### src/hw/rtl/ess_pkg.sv
`timescale 1ns / 1ps
// Shared constants, event and direction codes, and FSM type for the elevator stop scheduler.
// No dependencies.
package ess_pkg;

    // Number of served floors (valid range 2..31).
    localparam int FLOORS      = 16;

    localparam int FLOOR_W     = 5;     // floor field width
    localparam int DIR_W       = 2;     // direction field width
    localparam int MODE_W      = 2;     // event kind width
    localparam int IN_DATA_W   = 8;     // floor padded to bytes
    localparam int IN_USER_W   = 8;     // event kind padded to bytes
    localparam int OUT_DATA_W  = 8;     // stop floor + direction padded to bytes
    localparam int OUT_PAD_W   = OUT_DATA_W - FLOOR_W - DIR_W;

    // Request bitmap index and scan counter widths.
    localparam int IDX_W       = $clog2(FLOORS);
    localparam int FLOOR_IDX_W = $clog2(FLOORS + 1);
    localparam int SCAN_W      = (FLOOR_IDX_W > FLOOR_W) ? FLOOR_IDX_W : FLOOR_W;

    // Event kinds.
    localparam logic [MODE_W-1:0] MODE_CALL   = 2'd0;
    localparam logic [MODE_W-1:0] MODE_ARRIVE = 2'd1;
    localparam logic [MODE_W-1:0] MODE_PASS   = 2'd2;

    // Travel directions.
    localparam logic [DIR_W-1:0] DIR_NONE = 2'd0;
    localparam logic [DIR_W-1:0] DIR_UP   = 2'd1;
    localparam logic [DIR_W-1:0] DIR_DOWN = 2'd2;

    typedef enum logic [3:0] {
        ST_IDLE   = 4'b0001,
        ST_TARGET = 4'b0010,
        ST_ROUTE  = 4'b0100,
        ST_RESULT = 4'b1000
    } state_t;

endpackage

### src/hw/rtl/elevator_stop_scheduler.sv
`timescale 1ns / 1ps
// Elevator stop scheduler: request bitmap, floor walker and stream ports.
// Depends on ess_pkg.

// One request is handled at a time. A floor-passed event, or any ignored event,
// needs no work past the idle state. A call goes through a route walk and then
// the result state. An arrival goes through a route walk and the result state,
// with a far-target walk first when the car reaches its target; it skips the
// result state when nothing is left and the car goes idle.
// Each walk steps a single floor counter through the request bitmap, one floor
// per cycle. An upward route walk may start at floor zero, which reads unmarked,
// and a downward route walk from above the top starts at the top floor. A
// finished result sits in the output register, so the next request is taken
// while the downstream side still holds off; a further result waits for it.
// There is no clearing pass: the bitmap lives in flops and reset clears it.
module elevator_stop_scheduler
    import ess_pkg::*;
(
    input  logic                  clk,
    input  logic                  rst_n,
    // [4:0] floor_number, [7:5] zero
    input  logic [IN_DATA_W-1:0]  s_axis_tdata,
    // [1:0] mode, [7:2] zero
    input  logic [IN_USER_W-1:0]  s_axis_tuser,
    input  logic                  s_axis_tvalid,
    output logic                  s_axis_tready,
    // [4:0] stop_floor, [6:5] travel_direction, [7] zero
    output logic [OUT_DATA_W-1:0] m_axis_tdata,
    output logic                  m_axis_tvalid,
    input  logic                  m_axis_tready
);

    localparam logic [SCAN_W-1:0] FLOORS_S = SCAN_W'(FLOORS);
    localparam logic [SCAN_W-1:0] ONE_S    = SCAN_W'(1);

    // Architectural state
    state_t               state_reg, state_next;
    logic [FLOORS-1:0]    req_reg, req_next;
    logic [FLOOR_W-1:0]   present_reg, present_next;
    logic [FLOOR_W-1:0]   far_reg, far_next;
    logic [DIR_W-1:0]     heading_reg, heading_next;
    logic                 busy_reg, busy_next;

    // Walker and per-request context
    logic [SCAN_W-1:0]    cnt_reg, cnt_next;
    logic                 scan_up_reg, scan_up_next;
    logic                 is_call_reg, is_call_next;
    logic [FLOOR_W-1:0]   call_floor_reg, call_floor_next;
    logic [FLOOR_W-1:0]   stop_reg, stop_next;

    // Output register
    logic                 out_valid_reg, out_valid_next;
    logic [FLOOR_W-1:0]   out_stop_reg, out_stop_next;
    logic [DIR_W-1:0]     out_dir_reg, out_dir_next;

    logic [MODE_W-1:0]    in_mode;
    logic [FLOOR_W-1:0]   in_floor;
    logic [SCAN_W-1:0]    in_floor_s;
    logic [SCAN_W-1:0]    in_idx_s;
    logic                 in_range;
    logic                 accept;
    logic [SCAN_W-1:0]    scan_idx_s;
    logic                 scan_hit;
    logic                 scan_end;
    logic [FLOOR_W-1:0]   call_far;
    logic [FLOOR_W-1:0]   hit_far;

    // First floor of a route walk from the given floor.
    function automatic logic [SCAN_W-1:0] route_start(input logic up,
                                                      input logic [FLOOR_W-1:0] pres);
        logic [SCAN_W-1:0] p;
        p = SCAN_W'(pres);
        if (!up && (p > FLOORS_S))
            return FLOORS_S;
        return p;
    endfunction

    assign in_mode    = s_axis_tuser[MODE_W-1:0];
    assign in_floor   = s_axis_tdata[FLOOR_W-1:0];
    assign in_floor_s = SCAN_W'(in_floor);
    assign in_idx_s   = in_floor_s - ONE_S;
    assign in_range   = (in_floor_s >= ONE_S) && (in_floor_s <= FLOORS_S);

    assign s_axis_tready = (state_reg == ST_IDLE);
    assign accept        = s_axis_tvalid && s_axis_tready;

    // Bitmap probe at the walker position; out-of-range floors read unmarked.
    assign scan_idx_s = cnt_reg - ONE_S;
    assign scan_hit   = (cnt_reg >= ONE_S) && (cnt_reg <= FLOORS_S) &&
                        req_reg[scan_idx_s[IDX_W-1:0]];
    assign scan_end   = scan_up_reg ? (cnt_reg >= FLOORS_S) : (cnt_reg <= ONE_S);

    // Target after a call: widen along heading, or take the call with no target.
    assign call_far = (((heading_reg == DIR_UP) && (in_floor > far_reg)) ||
                       ((heading_reg == DIR_DOWN) && (in_floor < far_reg)) ||
                       (far_reg == '0)) ? in_floor : far_reg;
    assign hit_far  = scan_hit ? cnt_reg[FLOOR_W-1:0] : far_reg;

    always_comb
    begin
        state_next      = state_reg;
        req_next        = req_reg;
        present_next    = present_reg;
        far_next        = far_reg;
        heading_next    = heading_reg;
        busy_next       = busy_reg;
        cnt_next        = cnt_reg;
        scan_up_next    = scan_up_reg;
        is_call_next    = is_call_reg;
        call_floor_next = call_floor_reg;
        stop_next       = stop_reg;
        out_valid_next  = out_valid_reg;
        out_stop_next   = out_stop_reg;
        out_dir_next    = out_dir_reg;

        if (out_valid_reg && m_axis_tready)
            out_valid_next = 1'b0;

        case (state_reg)
            ST_IDLE:
            begin
                if (accept)
                begin
                    case (in_mode)
                        MODE_CALL:
                        begin
                            if (in_range)
                            begin
                                busy_next                   = 1'b1;
                                req_next[in_idx_s[IDX_W-1:0]] = 1'b1;
                                far_next                    = call_far;
                                is_call_next                = 1'b1;
                                call_floor_next             = in_floor;
                                scan_up_next                = call_far > present_reg;
                                cnt_next   = route_start(call_far > present_reg, present_reg);
                                state_next = ST_ROUTE;
                            end
                        end
                        MODE_ARRIVE:
                        begin
                            if (busy_reg)
                            begin
                                present_next = in_floor;
                                is_call_next = 1'b0;
                                if (in_range)
                                    req_next[in_idx_s[IDX_W-1:0]] = 1'b0;
                                if (in_floor == far_reg)
                                begin
                                    // Target reached: look for a new far target.
                                    far_next     = '0;
                                    scan_up_next = (heading_reg != DIR_UP);
                                    cnt_next     = (heading_reg == DIR_UP) ? FLOORS_S : ONE_S;
                                    state_next   = ST_TARGET;
                                end
                                else
                                begin
                                    scan_up_next = far_reg > in_floor;
                                    cnt_next     = route_start(far_reg > in_floor, in_floor);
                                    state_next   = ST_ROUTE;
                                end
                            end
                        end
                        MODE_PASS:
                        begin
                            present_next = in_floor;
                        end
                        default:
                        begin
                        end
                    endcase
                end
            end
            ST_TARGET:
            begin
                if (scan_hit || scan_end)
                begin
                    far_next     = hit_far;
                    scan_up_next = hit_far > present_reg;
                    cnt_next     = route_start(hit_far > present_reg, present_reg);
                    state_next   = ST_ROUTE;
                end
                else
                begin
                    cnt_next = scan_up_reg ? cnt_reg + ONE_S : cnt_reg - ONE_S;
                end
            end
            ST_ROUTE:
            begin
                if (scan_hit || (scan_end && is_call_reg))
                begin
                    stop_next    = scan_hit ? cnt_reg[FLOOR_W-1:0] : call_floor_reg;
                    heading_next = (far_reg > present_reg) ? DIR_UP : DIR_DOWN;
                    state_next   = ST_RESULT;
                end
                else if (scan_end)
                begin
                    // Nothing left on the route: go idle, keep heading.
                    busy_next  = 1'b0;
                    state_next = ST_IDLE;
                end
                else
                begin
                    cnt_next = scan_up_reg ? cnt_reg + ONE_S : cnt_reg - ONE_S;
                end
            end
            ST_RESULT:
            begin
                if (!out_valid_reg || m_axis_tready)
                begin
                    out_valid_next = 1'b1;
                    out_stop_next  = stop_reg;
                    out_dir_next   = heading_reg;
                    state_next     = ST_IDLE;
                end
            end
            default:
            begin
                state_next = ST_IDLE;
            end
        endcase
    end

    always_ff @(posedge clk or negedge rst_n)
    begin
        if (!rst_n)
        begin
            state_reg     <= ST_IDLE;
            req_reg       <= '0;
            present_reg   <= FLOOR_W'(1);
            far_reg       <= '0;
            heading_reg   <= DIR_NONE;
            busy_reg      <= 1'b0;
            out_valid_reg <= 1'b0;
        end
        else
        begin
            state_reg     <= state_next;
            req_reg       <= req_next;
            present_reg   <= present_next;
            far_reg       <= far_next;
            heading_reg   <= heading_next;
            busy_reg      <= busy_next;
            out_valid_reg <= out_valid_next;
        end
    end

    always_ff @(posedge clk)
    begin
        cnt_reg        <= cnt_next;
        scan_up_reg    <= scan_up_next;
        is_call_reg    <= is_call_next;
        call_floor_reg <= call_floor_next;
        stop_reg       <= stop_next;
        out_stop_reg   <= out_stop_next;
        out_dir_reg    <= out_dir_next;
    end

    assign m_axis_tvalid = out_valid_reg;
    assign m_axis_tdata  = {{OUT_PAD_W{1'b0}}, out_dir_reg, out_stop_reg};

    // A posted stop always carries a real direction.
    a_dir_valid: assert property (@(posedge clk) disable iff (!rst_n)
        m_axis_tvalid |-> (out_dir_reg == DIR_UP || out_dir_reg == DIR_DOWN))
        else $error("result with no travel direction");

    // A posted stop is a served floor.
    a_stop_range: assert property (@(posedge clk) disable iff (!rst_n)
        m_axis_tvalid |-> (SCAN_W'(out_stop_reg) >= ONE_S &&
                           SCAN_W'(out_stop_reg) <= FLOORS_S))
        else $error("stop floor out of range");

    // A new result only comes while the car is busy.
    a_busy_result: assert property (@(posedge clk) disable iff (!rst_n)
        $rose(m_axis_tvalid) |-> busy_reg)
        else $error("result while idle");

    // A floor-passed event leaves the input ready again in the next cycle.
    a_pass_fast: assert property (@(posedge clk) disable iff (!rst_n)
        (accept && in_mode == MODE_PASS) |=> s_axis_tready)
        else $error("floor-passed event did not finish in one cycle");

endmodule
### config.mk
export PLATFORM = sky130hd
export DESIGN_NAME = elevator_stop_scheduler
export DESIGN_NICKNAME = d
export VERILOG_FILES = /design/src/hw/rtl/ess_pkg.sv /design/src/hw/rtl/elevator_stop_scheduler.sv
export SDC_FILE = /design/constraint.sdc
export NUM_CORES = 1
export LEC_CHECK = 0
export ABC_AREA = 0
export ABC_CLOCK_PERIOD_IN_PS = 9800
export BUFFER_PORTS_ARGS = -buffer_cell sky130_fd_sc_hd__buf_4
export CAP_MARGIN = 15
export CORE_AREA = 8 8 90 92
export CTS_BUF_LIST = sky130_fd_sc_hd__clkbuf_8 sky130_fd_sc_hd__clkbuf_16
export CTS_CLUSTER_SIZE = 25
export DETAILED_ROUTE_END_ITERATION = 7
export DIE_AREA = 0 0 98 100
export PLACE_DENSITY = 0.79
export SETUP_SLACK_MARGIN = 0.3
export SLEW_MARGIN = 30
export SYNTH_ARGS = -nofsm -noshare
export SYNTH_HDL_FRONTEND = slang
export SYNTH_SLANG_ARGS = --single-unit
export TNS_END_PERCENT = 10
### constraint.sdc
create_clock -name clk -period 9.8 [get_ports clk]
set_input_delay 1.47 -clock clk [delete_from_list [all_inputs] [get_ports clk]]
set_output_delay 1.47 -clock clk [all_outputs]
set_load 0.05 [all_outputs]
==> impl_metrics.toml <==
[worst_setup_path]
worstSetupEndpointType = "flip-flop"
regToRegStartpoint = "cnt_reg[0]"
required_ns = 9.89
crit_type = "in2reg"
ff2ff_setup_slack_ns = 4.97
crit_fanout = 15
startpoint = "s_axis_tdata[3]"
arrival_ns = 5.49
critPathLaunchType = "input port"

[route]
drtIter0Drc = 279
firstDrtPassIters = 5
num_vias = 3018
routedWlPerCell_um = 19.3
viasPerCell = 6.31
drc_errors = 0
drt-total-wl_um = 9250
final_antenna_net_count = 0

[yosys]
synth_top_area_share_pct = 21.2
yosysWarnings = 0
synth_area_leader_cell = "dfrtp_1"
synthesis.instances = 378
syn-mean-instance-area_um2 = 9.98
synth-edff-count = 24
synthDistinctLibCells = 69
ys_ff_latch = 58
synth_area_um2 = 3770
async_flop_share_pct = 58.6
netlist_top_cells_area = "dfrtp_1, edfxtp_1, ha_1, mux2_2, nand2_1"
synth_ff_type = "dfrtp_1"
ys_seq_area_share_pct = 41.7
synthesis.nets = 422

[floorplan]
start_util_pct = 56.8
die_w_um = 98
ios = 30
num_rows = 30
die_h_um = 100
core_area_um2 = 6640
die_area_um2 = 9800

[clock_tree]
clock-root-buffer = "clkbuf_8"
post_cts_buffers = 0
clkSinkCount = 58
cts_buffer_depth = 2
ctsHtreeMaxLevel = 3
cts_inserted_buffers = 9
cts_tree = "done"
clkTransAtPathRegs_ns = 0.06
clkLatencyLatePin_ns = 0.34
cts_resized = 0
hold_buffers = 0

[final_layout]
drive_above_1_share_pct = 17.6
final_cell_mix = "dfrtp_1, nand2_1, ha_1, edfxtp_1, nor2_1"
n_antenna_cell = 0
fin_nets = 437
nFillCells = 554
final_core_util_pct = 62.5
areaGrowthSynthToFinish_pct = 10.2
regArea_um2 = 1570
multi_input_area_um2 = 2050
layout_commonest_cell = "dfrtp_1"

[place]
dpl.hpwl_um = 6890
place.gp.congestion = 0.954
portBuffers = 19

[global_routing]
grt_usage_pct = 19.9
grt_max_degree = 35
grt-ovfl-total = 0
antenna_found_initial = 0
first_global_vias = 3003
grt_pass1_wl_um = 15300

[sta]
rsz0062_at_grt = "false"
setup_viol = 0
fin_skew_ns = 0.00927
slew_headroom_pct = 43.2
hold_violations = 0
whs_ns = 0.421
tns_ns = 0
clock.fmax_ghz = 0.185
fin_crit_sh_pct = 55.1
maxSlewViolCount = 0
worst_pin_slew_ns = 0.840
final.min_clock_period_ns = 5.40

[hold_path]
hp-start = "stop_reg[2]"
hp-class = "reg2reg"

[power]
p_leak_nw = 1.79
power_density_nw_per_um2 = 298
irDropWorstVdd_mv = 0.168
power_mw = 1.24

[flow_run]
max_cap_viol_count = 0

[run_status]
status = "completed"
[cell families after synthesis]
group / after synthesis / share of synthesized area [%]
other cells: 1 / 0.0994
flops: 58 / 41.7
mux: 30 / 9.56
buf+inv: 37 / 3.95
fa+ha+maj: 24 / 7.96
simple gates: 119 / 16.5
xor+xnor: 9 / 2.29
compound gates: 100 / 17.9
[per-stage QoR]
step | instance area, µm² | cells | setup WS, ns
finish | 4150 | 478 | 4.40
global route | 4150 | 478 | 4.16
CTS | 4150 | 478 | 4.46
detailed placement | 3960 | 462 | 4.14
global placement | 3960 | 462 | 4.19
floorplan | 3770 | 378 | 4.52
[worst paths after layout]
path	end	cells after the start
worst max-delay path	cnt_reg[3]	16
worst min-delay path	out_stop_reg[2]	0
worst max register to register	cnt_reg[3]	14
worst min register to register	out_stop_reg[2]	0
max in group asynchronous	present_reg[0]	1
min in group asynchronous	async pin	1
[final cells by class]
| type | count | share of cell area [%] |
|---|---|---|
| clock inverter | 5 | 1.14 |
| timing repair buffer | 21 | 3.80 |
| clock buffer | 11 | 3.64 |
| inverter | 20 | 1.81 |
| multi-input combinational | 283 | 49.3 |
| tap | 80 | 2.41 |
| sequential | 58 | 37.9 |
[routing by layer]
layer | vias up | global-route usage [%] | wire length (µm)
met5 | - | 0 | 0
met4 | 0 | 8.39 | 233
met3 | 21 | 5.05 | 691
met2 | 125 | 32.1 | 4370
met1 | 1423 | 24.8 | 3950
li1 | 1449 | - | -
[report_power, final]
| part | switching (mW) | internal [mW] |
|---|---|---|
| sequential | 0.0866 | 0.329 |
| combinational | 0.327 | 0.275 |
| clock | 0.0926 | 0.129 |
[Yosys cell counts, drive strengths merged, types with 7 or more instances]
cell and n:
a21oi 20, a31oi 11, clkbuf 11, dfrtp 32, edfxtp 24, ha 24, inv 19, mux2 18
mux2i 10, nand2 31, nand3 11, nor2 25, nor2b 8, o21ai 24, xnor2 7
[critical path, cell delays in order]
cell	delay [ns]
buf_4	0.19
inv_1	0.12
ha_1	0.31
and3_1	0.18
and3_1	0.31
a2111oi_0	0.11
a311oi_1	0.71
mux2_2	0.43
ha_1	0.30
a21o_1	0.18
a21o_1	0.18
a211oi_1	0.29
o21bai_1	0.16
nand2_1	0.10
o2bb2ai_1	0.11
a211o_1	0.34
(Power assumes the default switching activity.)
